**src/rtl/dfcb_pkg.sv**
```systemverilog
// package for the duty frame builder: frame positions, register indexes,
// crc-16/arc column table and the crc low-byte rewrite function
// no dependencies
`timescale 1ns / 1ps
`default_nettype none

package dfcb_pkg;

    localparam int unsigned BYTE_W    = 8;
    localparam int unsigned DUTY_W    = 11;
    localparam int unsigned PAT_W     = 32;
    localparam int unsigned CRC_W     = 16;
    localparam int unsigned CFG_IDX_W = 8;
    localparam int unsigned POS_W     = 4;

    localparam logic [CRC_W-1:0] CRC_POLY  = 16'hA001;
    localparam logic [8:0]       LOW_ADD   = 9'd96;
    localparam logic [8:0]       LOW_LIMIT = 9'd127;

    localparam logic signed [DUTY_W-1:0] DUTY_MAX = 11'sd1000;
    localparam logic signed [DUTY_W-1:0] DUTY_MIN = -11'sd1000;

    localparam logic [BYTE_W-1:0] RST_START   = 8'd170;
    localparam logic [BYTE_W-1:0] RST_LENGTH  = 8'd5;
    localparam logic [BYTE_W-1:0] RST_COMMAND = 8'd3;
    localparam logic [BYTE_W-1:0] RST_END     = 8'd221;

    // configuration register indexes
    localparam logic [CFG_IDX_W-1:0] CFG_START   = 8'd0;
    localparam logic [CFG_IDX_W-1:0] CFG_LENGTH  = 8'd1;
    localparam logic [CFG_IDX_W-1:0] CFG_COMMAND = 8'd2;
    localparam logic [CFG_IDX_W-1:0] CFG_END     = 8'd3;

    // frame byte positions
    localparam logic [POS_W-1:0] POS_START   = 4'd0;
    localparam logic [POS_W-1:0] POS_LENGTH  = 4'd1;
    localparam logic [POS_W-1:0] POS_COMMAND = 4'd2;
    localparam logic [POS_W-1:0] POS_PAY0    = 4'd3;
    localparam logic [POS_W-1:0] POS_PAY1    = 4'd4;
    localparam logic [POS_W-1:0] POS_PAY2    = 4'd5;
    localparam logic [POS_W-1:0] POS_PAY3    = 4'd6;
    localparam logic [POS_W-1:0] POS_CRC_HI  = 4'd7;
    localparam logic [POS_W-1:0] POS_CRC_LO  = 4'd8;
    localparam logic [POS_W-1:0] POS_END     = 4'd9;

    typedef logic [CRC_W-1:0] t_crc_cols [0:PAT_W-1];

    // crc of a payload with a single bit set, one column per payload bit
    function automatic t_crc_cols crc_cols_init();
        t_crc_cols        cols;
        logic [PAT_W-1:0] pat;
        logic [CRC_W-1:0] c;
        for (int j = 0; j < PAT_W; j++) begin
            pat = '0;
            pat[j] = 1'b1;
            c = '0;
            for (int k = 0; k < 4; k++) begin
                c = c ^ {8'h00, pat[PAT_W-1-8*k -: 8]};
                for (int b = 0; b < 8; b++) begin
                    if (c[0]) begin
                        c = (c >> 1) ^ CRC_POLY;
                    end else begin
                        c = c >> 1;
                    end
                end
            end
            cols[j] = c;
        end
        return cols;
    endfunction

    localparam t_crc_cols CRC_COLS = crc_cols_init();

    function automatic logic [BYTE_W-1:0] fix_low(input logic [BYTE_W-1:0] low);
        logic [8:0] s;
        s = {1'b0, low} + LOW_ADD;
        if (s > LOW_LIMIT) begin
            if (s[7] && s[5]) begin
                s[7] = 1'b0;
            end else if (s[7] && s[6]) begin
                s[7:6] = 2'b00;
            end else begin
                s[7] = 1'b0;
                s[6] = 1'b1;
            end
        end
        return s[BYTE_W-1:0];
    endfunction

endpackage

`default_nettype wire

```
**src/rtl/duty_frame_crc16_builder_top.sv**
```systemverilog
// duty frame builder: saturated duty payload, crc-16/arc with low-byte
// rewrite, ten-byte frame serializer; depends on dfcb_pkg
//
// channel | direction | handshake                | payload
// in      | input     | i_in_valid / o_in_stall  | i_duty_milli
// out     | output    | o_out_valid / i_out_stall| o_frame_byte, o_last_byte
// cfg     | input     | i_cfg_valid / o_cfg_ready| i_cfg_index, i_cfg_data
//
// an item is held in an input register; crc and payload are formed
// combinationally and loaded into the frame register, which then sends
// ten bytes, one per cycle unless out stall holds; the input register takes
// the next item while the current frame is still being sent.
// out stall holds the current byte; synchronous active-low reset clears
// control state and restores the register defaults.
`timescale 1ns / 1ps
`default_nettype none

module duty_frame_crc16_builder_top (
    input  wire logic                              i_clk,
    input  wire logic                              i_rst_n,
    input  wire logic                              i_in_valid,
    output logic                                   o_in_stall,
    input  wire logic signed [dfcb_pkg::DUTY_W-1:0] i_duty_milli,
    output logic                                   o_out_valid,
    input  wire logic                              i_out_stall,
    output logic [dfcb_pkg::BYTE_W-1:0]            o_frame_byte,
    output logic                                   o_last_byte,
    input  wire logic                              i_cfg_valid,
    output logic                                   o_cfg_ready,
    input  wire logic [dfcb_pkg::CFG_IDX_W-1:0]    i_cfg_index,
    input  wire logic [dfcb_pkg::BYTE_W-1:0]       i_cfg_data
);
    import dfcb_pkg::*;

    logic [BYTE_W-1:0] r_start;
    logic [BYTE_W-1:0] r_length;
    logic [BYTE_W-1:0] r_command;
    logic [BYTE_W-1:0] r_end;

    logic                     r_in_valid;
    logic signed [DUTY_W-1:0] r_duty;

    logic              r_busy;
    logic [POS_W-1:0]  r_pos;
    logic [PAT_W-1:0]  r_pat;
    logic [CRC_W-1:0]  r_crc;

    logic signed [DUTY_W-1:0] n_duty_sat;
    logic [PAT_W-1:0]         n_pat;
    logic [CRC_W-1:0]         n_crc;

    logic w_out_adv;
    logic w_last;
    logic w_load;
    logic w_in_acc;

    assign o_cfg_ready = 1'b1;

    // configuration registers
    always_ff @(posedge i_clk) begin
        if (!i_rst_n) begin
            r_start   <= RST_START;
            r_length  <= RST_LENGTH;
            r_command <= RST_COMMAND;
            r_end     <= RST_END;
        end else if (i_cfg_valid && o_cfg_ready) begin
            unique case (i_cfg_index)
                CFG_START:   r_start   <= i_cfg_data;
                CFG_LENGTH:  r_length  <= i_cfg_data;
                CFG_COMMAND: r_command <= i_cfg_data;
                CFG_END:     r_end     <= i_cfg_data;
                default: ;
            endcase
        end
    end

    // handshake control
    assign w_out_adv  = r_busy && !i_out_stall;
    assign w_last     = (r_pos == POS_END);
    assign w_load     = r_in_valid && (!r_busy || (w_out_adv && w_last));
    assign o_in_stall = r_in_valid && !w_load;
    assign w_in_acc   = i_in_valid && !o_in_stall;

    always_ff @(posedge i_clk) begin
        if (!i_rst_n) begin
            r_in_valid <= 1'b0;
        end else if (w_in_acc) begin
            r_in_valid <= 1'b1;
        end else if (w_load) begin
            r_in_valid <= 1'b0;
        end
    end

    always_ff @(posedge i_clk) begin
        if (w_in_acc) begin
            r_duty <= i_duty_milli;
        end
    end

    // saturate, sign-extend and crc
    always_comb begin
        if (r_duty > DUTY_MAX) begin
            n_duty_sat = DUTY_MAX;
        end else if (r_duty < DUTY_MIN) begin
            n_duty_sat = DUTY_MIN;
        end else begin
            n_duty_sat = r_duty;
        end
        n_pat = {{(PAT_W-DUTY_W){n_duty_sat[DUTY_W-1]}}, n_duty_sat};
        n_crc = '0;
        for (int j = 0; j < PAT_W; j++) begin
            if (n_pat[j]) begin
                n_crc = n_crc ^ CRC_COLS[j];
            end
        end
    end

    always_ff @(posedge i_clk) begin
        if (w_load) begin
            r_pat <= n_pat;
            r_crc <= {n_crc[CRC_W-1:BYTE_W], fix_low(n_crc[BYTE_W-1:0])};
        end
    end

    // frame serializer
    always_ff @(posedge i_clk) begin
        if (!i_rst_n) begin
            r_busy <= 1'b0;
            r_pos  <= POS_START;
        end else if (w_load) begin
            r_busy <= 1'b1;
            r_pos  <= POS_START;
        end else if (w_out_adv) begin
            if (w_last) begin
                r_busy <= 1'b0;
                r_pos  <= POS_START;
            end else begin
                r_pos <= r_pos + 4'd1;
            end
        end
    end

    assign o_out_valid = r_busy;
    assign o_last_byte = w_last;

    always_comb begin
        case (r_pos)
            POS_START:   o_frame_byte = r_start;
            POS_LENGTH:  o_frame_byte = r_length;
            POS_COMMAND: o_frame_byte = r_command;
            POS_PAY0:    o_frame_byte = r_pat[31:24];
            POS_PAY1:    o_frame_byte = r_pat[23:16];
            POS_PAY2:    o_frame_byte = r_pat[15:8];
            POS_PAY3:    o_frame_byte = r_pat[7:0];
            POS_CRC_HI:  o_frame_byte = r_crc[15:8];
            POS_CRC_LO:  o_frame_byte = r_crc[7:0];
            POS_END:     o_frame_byte = r_end;
            default:     o_frame_byte = r_end;
        endcase
    end

endmodule

`default_nettype wire

```
**config.mk**
```make
export PLATFORM = sky130hd
export DESIGN_NAME = duty_frame_crc16_builder_top
export DESIGN_NICKNAME = d
export VERILOG_FILES = /design/src/rtl/dfcb_pkg.sv /design/src/rtl/duty_frame_crc16_builder_top.sv
export SDC_FILE = /design/constraint.sdc
export NUM_CORES = 1
export LEC_CHECK = 0
export BUFFER_PORTS_ARGS = -buffer_cell sky130_fd_sc_hd__buf_2
export CAP_MARGIN = 20
export CORE_MARGIN = 1
export CORE_UTILIZATION = 58
export CTS_BUF_LIST = sky130_fd_sc_hd__clkbuf_16
export CTS_CLUSTER_DIAMETER = 30
export DETAILED_ROUTE_END_ITERATION = 7
export PLACE_DENSITY = 0.8
export SYNTH_ARGS = -nofsm -noshare
export SYNTH_HDL_FRONTEND = slang
export SYNTH_SLANG_ARGS = --single-unit
```
**constraint.sdc**
```tcl
create_clock -name i_clk -period 3.4 [get_ports i_clk]
set_input_delay 0 -clock i_clk [delete_from_list [all_inputs] [get_ports i_clk]]
set_output_delay 0 -clock i_clk [all_outputs]
set_load 0.02 [all_outputs]
```
* Word level (Yosys, flattened, before mapping)
Cells that the tools add are included.
** Operators by class
- Add/subtract/negate cells :: 2
- Order comparisons :: 3
- Equality and inequality tests :: 12
- Mux-type cells :: 45
- Bitwise operators :: 32
- Reductions and logical operators :: 23
** Operator list (count)
- $mux 16 :: 29
- $not 5->5 :: 23
- $pmux 8 s9 :: 1
- $mux 15 :: 2
- $mux 11 :: 2
- $not 3->3 :: 7
- $eq 4x3->1 const B :: 4
- $eq 8x2->1 const B :: 2
- $mux 14 :: 1
- $gt 11x11->1 const B :: 1
- $lt 11x11->1 const B :: 1
- $reduce_and 2->1 :: 5
- $add 8x7->9 const B :: 1
- $gt 9x7->1 const B :: 1
- $eq 4x2->1 const B :: 2
- $eq 4x4->1 const B :: 2
- $eq 8x1->1 const B :: 1
- $logic_not 8->1 :: 1
- $mux 1 :: 8
- $logic_and 1x1->1 :: 7
- $not 7->7 :: 1
- $reduce_bool 2->1 :: 3
- $add 4x1->4 const B :: 1
- $eq 4x1->1 const B :: 1
- 7 further kinds :: 10
** Storage, ports and cells
- Bits in registers :: 76
- Bits of input ports :: 32
- Word-level logic and storage cells :: 127

* Longest topological paths before layout
Gate-level depths: netlist of the first run.
- Depth after elaboration :: 71
- Mapped depth :: 10
- Mapped depth without buffers :: 10

* Worst setup path before layout of the first run
Ideal clock, no wire load.
- Path type :: reg2reg
- From :: register r_duty[4]
- To :: register r_crc[7], data pin
- Setup time :: 254 ps
- Arrival time :: 2137 ps
- Setup slack :: 1009 ps
- Stages on the path, launching flop included :: 11
- Clock period less this slack :: 2391 ps
- Cell sequence :: edfxtp_1 > nand2_1 > nand3_1 > o41ai_1 > ha_1 > clkdlybuf4s50_2 > xnor2_1 > and2_1 > inv_1 > ha_1 > nor2b_1
** On the way
- Word-level cells in the longest chain between the ends :: 66
** RTL lines
- start: declaration :: line duty_frame_crc16_builder_top.sv:41 : logic signed [DUTY_W-1:0] r_duty;
- start signal: assignment :: line duty_frame_crc16_builder_top.sv:96 : r_duty <= i_duty_milli;
- $lt 11x11->1 :: line duty_frame_crc16_builder_top.sv:104 : end else if (r_duty < DUTY_MIN) begin
- $mux 11 :: line duty_frame_crc16_builder_top.sv:104
- $mux 11 * :: line duty_frame_crc16_builder_top.sv:102 : if (r_duty > DUTY_MAX) begin
- $mux 16 :: line duty_frame_crc16_builder_top.sv:112 : if (n_pat[j]) begin
- $not 5->5 (no source line)
- $mux 16 :: line duty_frame_crc16_builder_top.sv:112
- $not 5->5 (no source line)
- $mux 16 :: line duty_frame_crc16_builder_top.sv:112
- [50 not listed]
- $mux 16 :: line duty_frame_crc16_builder_top.sv:112
- $not 5->5 (no source line)
- $mux 16 :: line duty_frame_crc16_builder_top.sv:112
- $not 5->5 (no source line)
- $mux 16 * :: line duty_frame_crc16_builder_top.sv:112
- $add 8x7->9 * :: line dfcb_pkg.sv:76 : s = {1'b0, low} + LOW_ADD;
- $gt 9x7->1 :: line dfcb_pkg.sv:77 : if (s > LOW_LIMIT) begin
- $mux 2 * :: line dfcb_pkg.sv:77
- end signal: assignment :: line duty_frame_crc16_builder_top.sv:121 : r_crc <= {n_crc[CRC_W-1:BYTE_W], fix_low(n_crc[BYTE_W-1:0])};
- end: declaration :: line duty_frame_crc16_builder_top.sv:46 : logic [CRC_W-1:0] r_crc;
Every way passes the cells marked *; elsewhere a longest branch is shown, timed or not.
A chain may end at the register's enable or synchronous reset.

* Worst setup path in the final report of the first run
- From :: register r_pos[0]
- To :: register r_pat[5] (enable)
** On the way
- Word-level cells in the longest chain between the ends :: 4
** RTL lines
- start: declaration :: line duty_frame_crc16_builder_top.sv:44 : logic [POS_W-1:0] r_pos;
- start signal: assignment :: line duty_frame_crc16_builder_top.sv:138 : r_pos <= r_pos + 4'd1;
- $eq 4x4->1 :: line duty_frame_crc16_builder_top.sv:79 : assign w_last = (r_pos == POS_END);
- $logic_and 1x1->1 :: line duty_frame_crc16_builder_top.sv:80 : assign w_load = r_in_valid && (!r_busy || (w_out_adv && w_last));
- $logic_or 1x1->1 :: line duty_frame_crc16_builder_top.sv:80
- $logic_and 1x1->1 :: line duty_frame_crc16_builder_top.sv:80
- via w_load :: line duty_frame_crc16_builder_top.sv:54 : logic w_load;
- end signal: assignment :: line duty_frame_crc16_builder_top.sv:120 : r_pat <= n_pat;
- end: declaration :: line duty_frame_crc16_builder_top.sv:45 : logic [PAT_W-1:0] r_pat;
The timed path passes the listed nets, and every way through them passes these cells.

==> flow_summary.json, run 1 <==
{
  "run_status": "completed",
  "max_freq_mhz": 376,
  "dieArea_sq_mm": 0.00635,
  "tritoncts_clock_tree": "yes",
  "critical_path_arrival_ps": 2690,
  "timing.hold.worst.class": "input pin to register",
  "crit-reg2reg-launch": "r_pos[0]$_SDFFE_PP0P_",
  "mostFrequentLayoutCell": "sky130_fd_sc_hd__buf_2",
  "number_of_global_route_vias_before_repair": 2725,
  "grt_util_met1": 0.335,
  "cts_inserted_buffers": 9,
  "critPathLaunchType": "register",
  "syn-mean-instance-area_sq_um": 10.6,
  "netlist_instances": 331,
  "layout.cells.most_common_list": "42 x sky130_fd_sc_hd__buf_2, 38 x sky130_fd_sc_hd__dfxtp_1, 36 x sky130_fd_sc_hd__mux2i_1",
  "period_share": 0.782,
  "finalCriticalPeriod_ps": 2660,
  "buffers_on_ports": 42,
  "timing.hold.ws_ps": 49.2,
  "worst_slew_pin_slew_ps": 889,
  "cts_resized": 0,
  "ys_seq_area_frac": 0.500,
  "grtUsageMet3": 0.0674,
  "clk_path_buf_depth": 2,
  "drt_pre_antenna_iters": 5,
  "clock_insertion_delay_worst_skew_ps": 330,
  "rows": 27,
  "cell_area_power_density_mw_per_mm2": 509,
  "synth_ff_type": "sky130_fd_sc_hd__dfxtp_1",
  "clk_pin_slew_worst_paths_ps": 60,
  "drc": 0,
  "die_height_um": 79.7,
  "synth.area.top_cells": "sky130_fd_sc_hd__edfxtp_1 28%, sky130_fd_sc_hd__dfxtp_1 22%, sky130_fd_sc_hd__mux2i_1 10%, sky130_fd_sc_hd__nor2b_1 4.6%, sky130_fd_sc_hd__nand2_1 3.2%",
  "sequential_cell_area_sq_mm": 0.00175,
  "synth_area_sq_mm": 0.00350,
  "grt_antenna_before_repair": 0,
  "top_usage_layer": "met2",
  "synth_top_area_cell": "sky130_fd_sc_hd__edfxtp_1",
  "met2_usage": 0.459,
  "initial_core_utilization": 0.617,
  "vias_per_cell": 5.94,
  "detailroute.via_count": 2773,
  "count_of_antenna_diodes_in_the_layout": 0,
  "grt_setup_unrepaired": "false",
  "cap_viol_max_count": 0,
  "grt_start_max_net_pins": 36,
  "grt_pass1_wl_um": 13000,
  "vdd_drop_max_uv": 395,
  "multi_input_area_sq_mm": 0.00162,
  "finalWeightedCongestion": 0.948,
  "instances_no_fill": 467,
  "tritoncts_sinks": 71,
  "top_level_ports": 44,
  "area_share_of_the_leading_cell_type_in_the_synthesized_netlist": 0.283,
  "report.final.setup_viol": 0,
  "clock_tree.htree_level_count": 3,
  "drv_slew": 0,
  "max_transition_margin": 0.404,
  "final_net_count": 425,
  "detailedRoute.firstIterationViolations": 238,
  "post_synth_edffs": 33,
  "critical_path_fanouts_max": 23,
  "fillCellCount": 390,
  "yosysWarnings": 0,
  "final_design_utilization": 0.752,
  "p_leak_uw": 0.00178,
  "grt_use_total": 0.280,
  "fp.dieW_um": 79.7,
  "syn_to_final_growth_pct": 21.8,
  "detail_route.wl_per_cell_um": 17.8,
  "critical_path.endpoint_type": "register",
  "routed_wirelength_um": 8330,
  "count_of_final_hold_check_violations": 0,
  "route.antenna.remaining_nets": 0,
  "launch_point_of_the_critical_path": "r_pos[0]$_SDFFE_PP0P_",
  "grt_remaining_overflow": 0,
  "dp_cell_count": 431,
  "final_layout_size_suffix_gt1_frac": 0.177,
  "cp.required_ps": 3430,
  "post_synth_num_cell_types": 52,
  "worstHoldStart": "i_out_stall",
  "timing.setup.tns_ps": 0,
  "asyncSetResetFlopFracSynth": 0,
  "finalClockSkew_ps": 4.50,
  "synthesis.nets": 366,
  "setup.worst_path.class": "register to register",
  "synth.ff_latch_count": 71,
  "core_sq_mm": 0.00568,
  "detailed_place_hpwl_um": 5470,
  "clockRootBuffer": "sky130_fd_sc_hd__clkbuf_16"
}
report_power, final:
group	leakage [uW]	switching, uW	internal (uW)
Sequential	0.000619	25.6	936
Clock	0.000147	347	635
Combinational	0.00101	116	113
Total	0.00178	489	1680
metal layers:
layer / wire (um) / vias up / part of all wire
li1: - / 1301 / -
met1: 3440 / 1306 / 0.41
met2: 4000 / 133 / 0.48
met3: 555 / 33 / 0.067
met4: 335 / 0 / 0.040
met5: 0 / - / 0
critical path, stage by stage (launching register included):
cell	delay, ps
sky130_fd_sc_hd__dfxtp_1	840
sky130_fd_sc_hd__nand2b_1	240
sky130_fd_sc_hd__o31ai_1	420
sky130_fd_sc_hd__and2_1	530
sky130_fd_sc_hd__buf_4	310
through the flow:
stage,cell area [sq um],total power (uW),setup slack (ps)
3_3_place_gp,3750,1170,950
3_5_place_dp,3750,1180,798
2_1_floorplan,3500,1120,1010
5_1_grt,4270,2230,603
6_report,4270,2170,742
4_1_cts,4270,2170,765
logic make-up after synthesis:
| logic type | after synthesis | synth area share |
|---|---|---|
| muxes | 40 | 0.116 |
| and+or+nand+nor | 108 | 0.163 |
| other | 1 | 0.00107 |
| AOI/OAI and AO/OA | 59 | 0.117 |
| buffers and inverters | 30 | 0.0368 |
| DFF | 71 | 0.500 |
| xor gates and xnor gates | 19 | 0.0557 |
| adders and majority gates | 3 | 0.0107 |
state kept, by name, indices dropped and copies added, names as in the netlist:
signal	flops
r_command	8
o_out_valid	1
r_end	8
r_pat	11
r_crc	11
r_pos	4
r_in_valid	1
r_duty	11
r_start	8
r_length	8
cells in the mapped netlist (all sizes together) (2+ instances only):
cell type   n
nor3        5
clkbuf     14
a221oi      3
a22oi       4
ha          3
inv        11
mux2i      36
or3         2
a21oi       8
xnor3       2
and2        8
o22a        2
o21a        4
o41ai       2
o21ai      14
a311oi      2
a211oi      3
buf         3
nor2       15
and3        3
a21boi      2
nor2b      26
mux2        4
edfxtp     33
xnor2      11
nand2      30
nand4b      2
nand3       4
dfxtp      38
a31oi       3
nand4       3
a32oi       3
nand2b      7
xor2        6
area by class of cell:
type / count / area share
multi-input cells: 230 / 0.380
clock inverters: 7 / 0.0205
well taps: 72 / 0.0211
inverters: 11 / 0.00968
clock buffers: 9 / 0.0528
repair buffers: 67 / 0.105
flip-flops and latches: 71 / 0.411
final timing paths:
kind	endpoint	slack, ps	cells after the start
min reg2reg	r_start[1]$_SDFFE_PN1P_	480	2
max reg2reg	r_pat[5]$_DFFE_PP_	740	4
max	r_pat[5]$_DFFE_PP_	740	4
min	r_pos[0]$_SDFFE_PP0P_	50	4
timing repair:
item / 4_1_cts / 5_1_grt
buffers inserted: 0 / 0
endpoints found under the hold margin: 41 / 0
hold buffers: 20 / 0
Power figures use the tool's default switching activity.
==> run 2: changes to the inputs <==
--- a/config.mk
+++ b/config.mk
@@ -8,11 +8,11 @@
 export BUFFER_PORTS_ARGS = -buffer_cell sky130_fd_sc_hd__buf_2
 export CAP_MARGIN = 20
 export CORE_MARGIN = 1
-export CORE_UTILIZATION = 58
+export CORE_UTILIZATION = 52
 export CTS_BUF_LIST = sky130_fd_sc_hd__clkbuf_16
 export CTS_CLUSTER_DIAMETER = 30
 export DETAILED_ROUTE_END_ITERATION = 7
-export PLACE_DENSITY = 0.8
+export PLACE_DENSITY = 0.76
 export SYNTH_ARGS = -nofsm -noshare
 export SYNTH_HDL_FRONTEND = slang
 export SYNTH_SLANG_ARGS = --single-unit
==> constraint.sdc (replaced) <==
create_clock -name i_clk -period 2.2 [get_ports i_clk]
set_input_delay 0 -clock i_clk [delete_from_list [all_inputs] [get_ports i_clk]]
set_output_delay 0 -clock i_clk [all_outputs]
set_load 0.02 [all_outputs]
==> run 2 against run 1 <==
  * The run now ends with DRC, setup timing left
  * Register-to-register slack worse by 770 ps
  * Wire length down 3.1%
  * Utilization down 4.2 points
  * Non-clock buffer count up 29
  * Setup slack worse by 770 ps
  * Cell count up 7.3%
  * Clock skew down 0.99 ps
  * Combinational power up 86%
  * Die area up 11%
  * Power up 54%
  * Sequential cell count unchanged
  * Largest cell class unchanged
  * Clock power up 47%
  * Highest routed layer unchanged
==> flow_summary.json, run 2 (synthesis gave the netlist of run 1 again) <==
{
  "run_status": "complete, but fails checks",
  "failed_checks": "DRC, setup timing",
  "drc": 8,
  "top_level_ports": 44,
  "grt_remaining_overflow": 0,
  "drv_slew": 0,
  "fp.dieW_um": 84.1,
  "drt_pre_antenna_iters": 6,
  "multi_input_area_sq_mm": 0.00168,
  "placed_instance_area_sq_mm": 0.00395,
  "route.antenna.remaining_nets": 0,
  "critical_path_fanouts_max": 4,
  "detailedRoute.firstIterationViolations": 148,
  "worst_slew_pin_slew_ps": 550,
  "sequential_cell_area_sq_mm": 0.00176,
  "finalWeightedCongestion": 0.957,
  "clock_insertion_delay_worst_skew_ps": 330,
  "tritoncts_sinks": 71,
  "timing.hold.ws_ps": 25.4,
  "clock_tree.htree_level_count": 3,
  "number_of_global_route_vias_before_repair": 2776,
  "timing.hold.worst.class": "input pin to register",
  "cell_area_power_density_mw_per_mm2": 732,
  "initial_core_utilization": 0.545,
  "dieArea_sq_mm": 0.00707,
  "p_leak_uw": 0.00194,
  "clockRootBuffer": "sky130_fd_sc_hd__clkbuf_16",
  "detailroute.via_count": 2747,
  "mostFrequentLayoutCell": "sky130_fd_sc_hd__buf_2",
  "syn_to_final_growth_pct": 30.1,
  "grt_start_max_net_pins": 36,
  "crit_chain": "inv_2 -> nand3_4 -> o41ai_4 -> ha_1 -> buf_4 -> nor2b_1 -> nand2_1 -> ha_1 -> nor2b_1",
  "critical_path.endpoint_type": "register",
  "clk_path_buf_depth": 2,
  "final_layout_size_suffix_gt1_frac": 0.262,
  "grt_pass1_wl_um": 13100,
  "finalClockSkew_ps": 3.51,
  "detailed_place_hpwl_um": 5350,
  "standard_cell_with_the_maximum_stage_delay_on_the_critical_path": "sky130_fd_sc_hd__edfxtp_1",
  "cts_inserted_buffers": 9,
  "cp.required_ps": 2290,
  "detail_route.wl_per_cell_um": 16.1,
  "buffers_on_ports": 42,
  "count_of_antenna_diodes_in_the_layout": 0,
  "critPathLaunchType": "register",
  "dp_cell_count": 460,
  "clk_pin_slew_worst_paths_ps": 60,
  "grt_use_total": 0.246,
  "rows": 29,
  "cap_viol_max_count": 0,
  "crit_path_max_incr_delay_ps": 430,
  "routed_wirelength_um": 8070,
  "core_sq_mm": 0.00642,
  "critical_path_arrival_ps": 2320,
  "layout.cells.most_common_list": "42 x sky130_fd_sc_hd__buf_2, 36 x sky130_fd_sc_hd__mux2i_1, 36 x sky130_fd_sc_hd__dfxtp_1",
  "max_transition_margin": 0.634,
  "finalCriticalPeriod_ps": 2230,
  "design_area_sq_mm": 0.00456,
  "tritoncts_clock_tree": "yes",
  "grt_setup_unrepaired": "true",
  "setup_slack_ps": -28.7,
  "fillCellCount": 464,
  "count_of_final_hold_check_violations": 0,
  "die_height_um": 84.1,
  "setup.worst_path.class": "register to register",
  "final_design_utilization": 0.709,
  "period_share": 1.01,
  "grt_antenna_before_repair": 0,
  "final_net_count": 454,
  "instances_no_fill": 501,
  "vdd_drop_max_uv": 487,
  "vias_per_cell": 5.48,
  "max_freq_mhz": 449,
  "biggestRegsByFlops": "r_crc (11), r_duty (11), r_pat (11)",
  "report.final.setup_viol": 1
}
[run 2: cell types whose count changed in the layout (fill, tap and decap cells not counted), moves of 2 or more]
cell and delta:
sky130_fd_sc_hd__buf_4 +27, sky130_fd_sc_hd__dfxtp_1 -2, sky130_fd_sc_hd__inv_6 +2, sky130_fd_sc_hd__xnor2_1 -2
sky130_fd_sc_hd__xnor2_2 +2
[run 2: worst paths after layout]
| check | from | endpoint | slack, ps | depth (start not counted) |
|---|---|---|---|---|
| setup reg to reg | r_duty[5]$_DFFE_PP_ | r_crc[7]$_SDFFCE_PN0P_ | -30 | 9 |
| setup / recovery | r_duty[5]$_DFFE_PP_ | r_crc[7]$_SDFFCE_PN0P_ | -30 | 9 |
| hold reg to reg | r_command[0]$_SDFFE_PN1P_ | r_command[0]$_SDFFE_PN1P_ | 470 | 2 |
| hold / removal | i_out_stall | r_pos[0]$_SDFFE_PP0P_ | 30 | 4 |
[run 2: critical path, delay by kind of cell, from the launching register on]
family / cells / cell delay (ps)
adder cells (fa/ha/maj): 2 / 600
flip-flops: 1 / 430
AND/OR/NAND/NOR: 4 / 370
buffers and inverters: 2 / 270
AO/OA/AOI/OAI: 1 / 320
[run 2: per-stage QoR]
step / worst slack, ps / TNS [ps] / total power [uW]
CTS: -5.75 / -5.75 / 3340
floorplan: 57.6 / 0 / 1720
global placement: 48.9 / 0 / 1860
global route: -130 / -194 / 3450
finish: -28.7 / -28.7 / 3340
detailed placement: -14.0 / -14.0 / 1870
[run 2: timing repair]
action                                 in CTS  in global routing
setup endpoints to repair                   7                 11
gates resized for setup                     4                 11
endpoints found under the hold margin      40                  0
buffers inserted                            3                  2
hold buffers                               20                  0
pin swaps                                   3                  3
[run 2: area by class of cell]
cell class,count,share of cell area
Sequential cell,71,0.386
Multi-Input combinational cell,230,0.369
Timing Repair Buffer,96,0.150
Clock buffer,9,0.0494
Tap cell,77,0.0211
Clock inverter,7,0.0157
Inverter,11,0.00906
[run 2: routing by layer]
layer  vias to the layer above  GRT usage  wire [um]
li1                       1356          -          -
met1                      1302      0.282       3380
met2                        77      0.430       4230
met3                        12     0.0574        318
met4                         0      0.119        144
met5                         -          0          0
[run 2: power by group]
part | internal, uW | leakage [uW] | switching [uW]
clock | 879 | 0.000140 | 560
sequential | 1440 | 0.000620 | 27.5
combinational | 219 | 0.00118 | 207
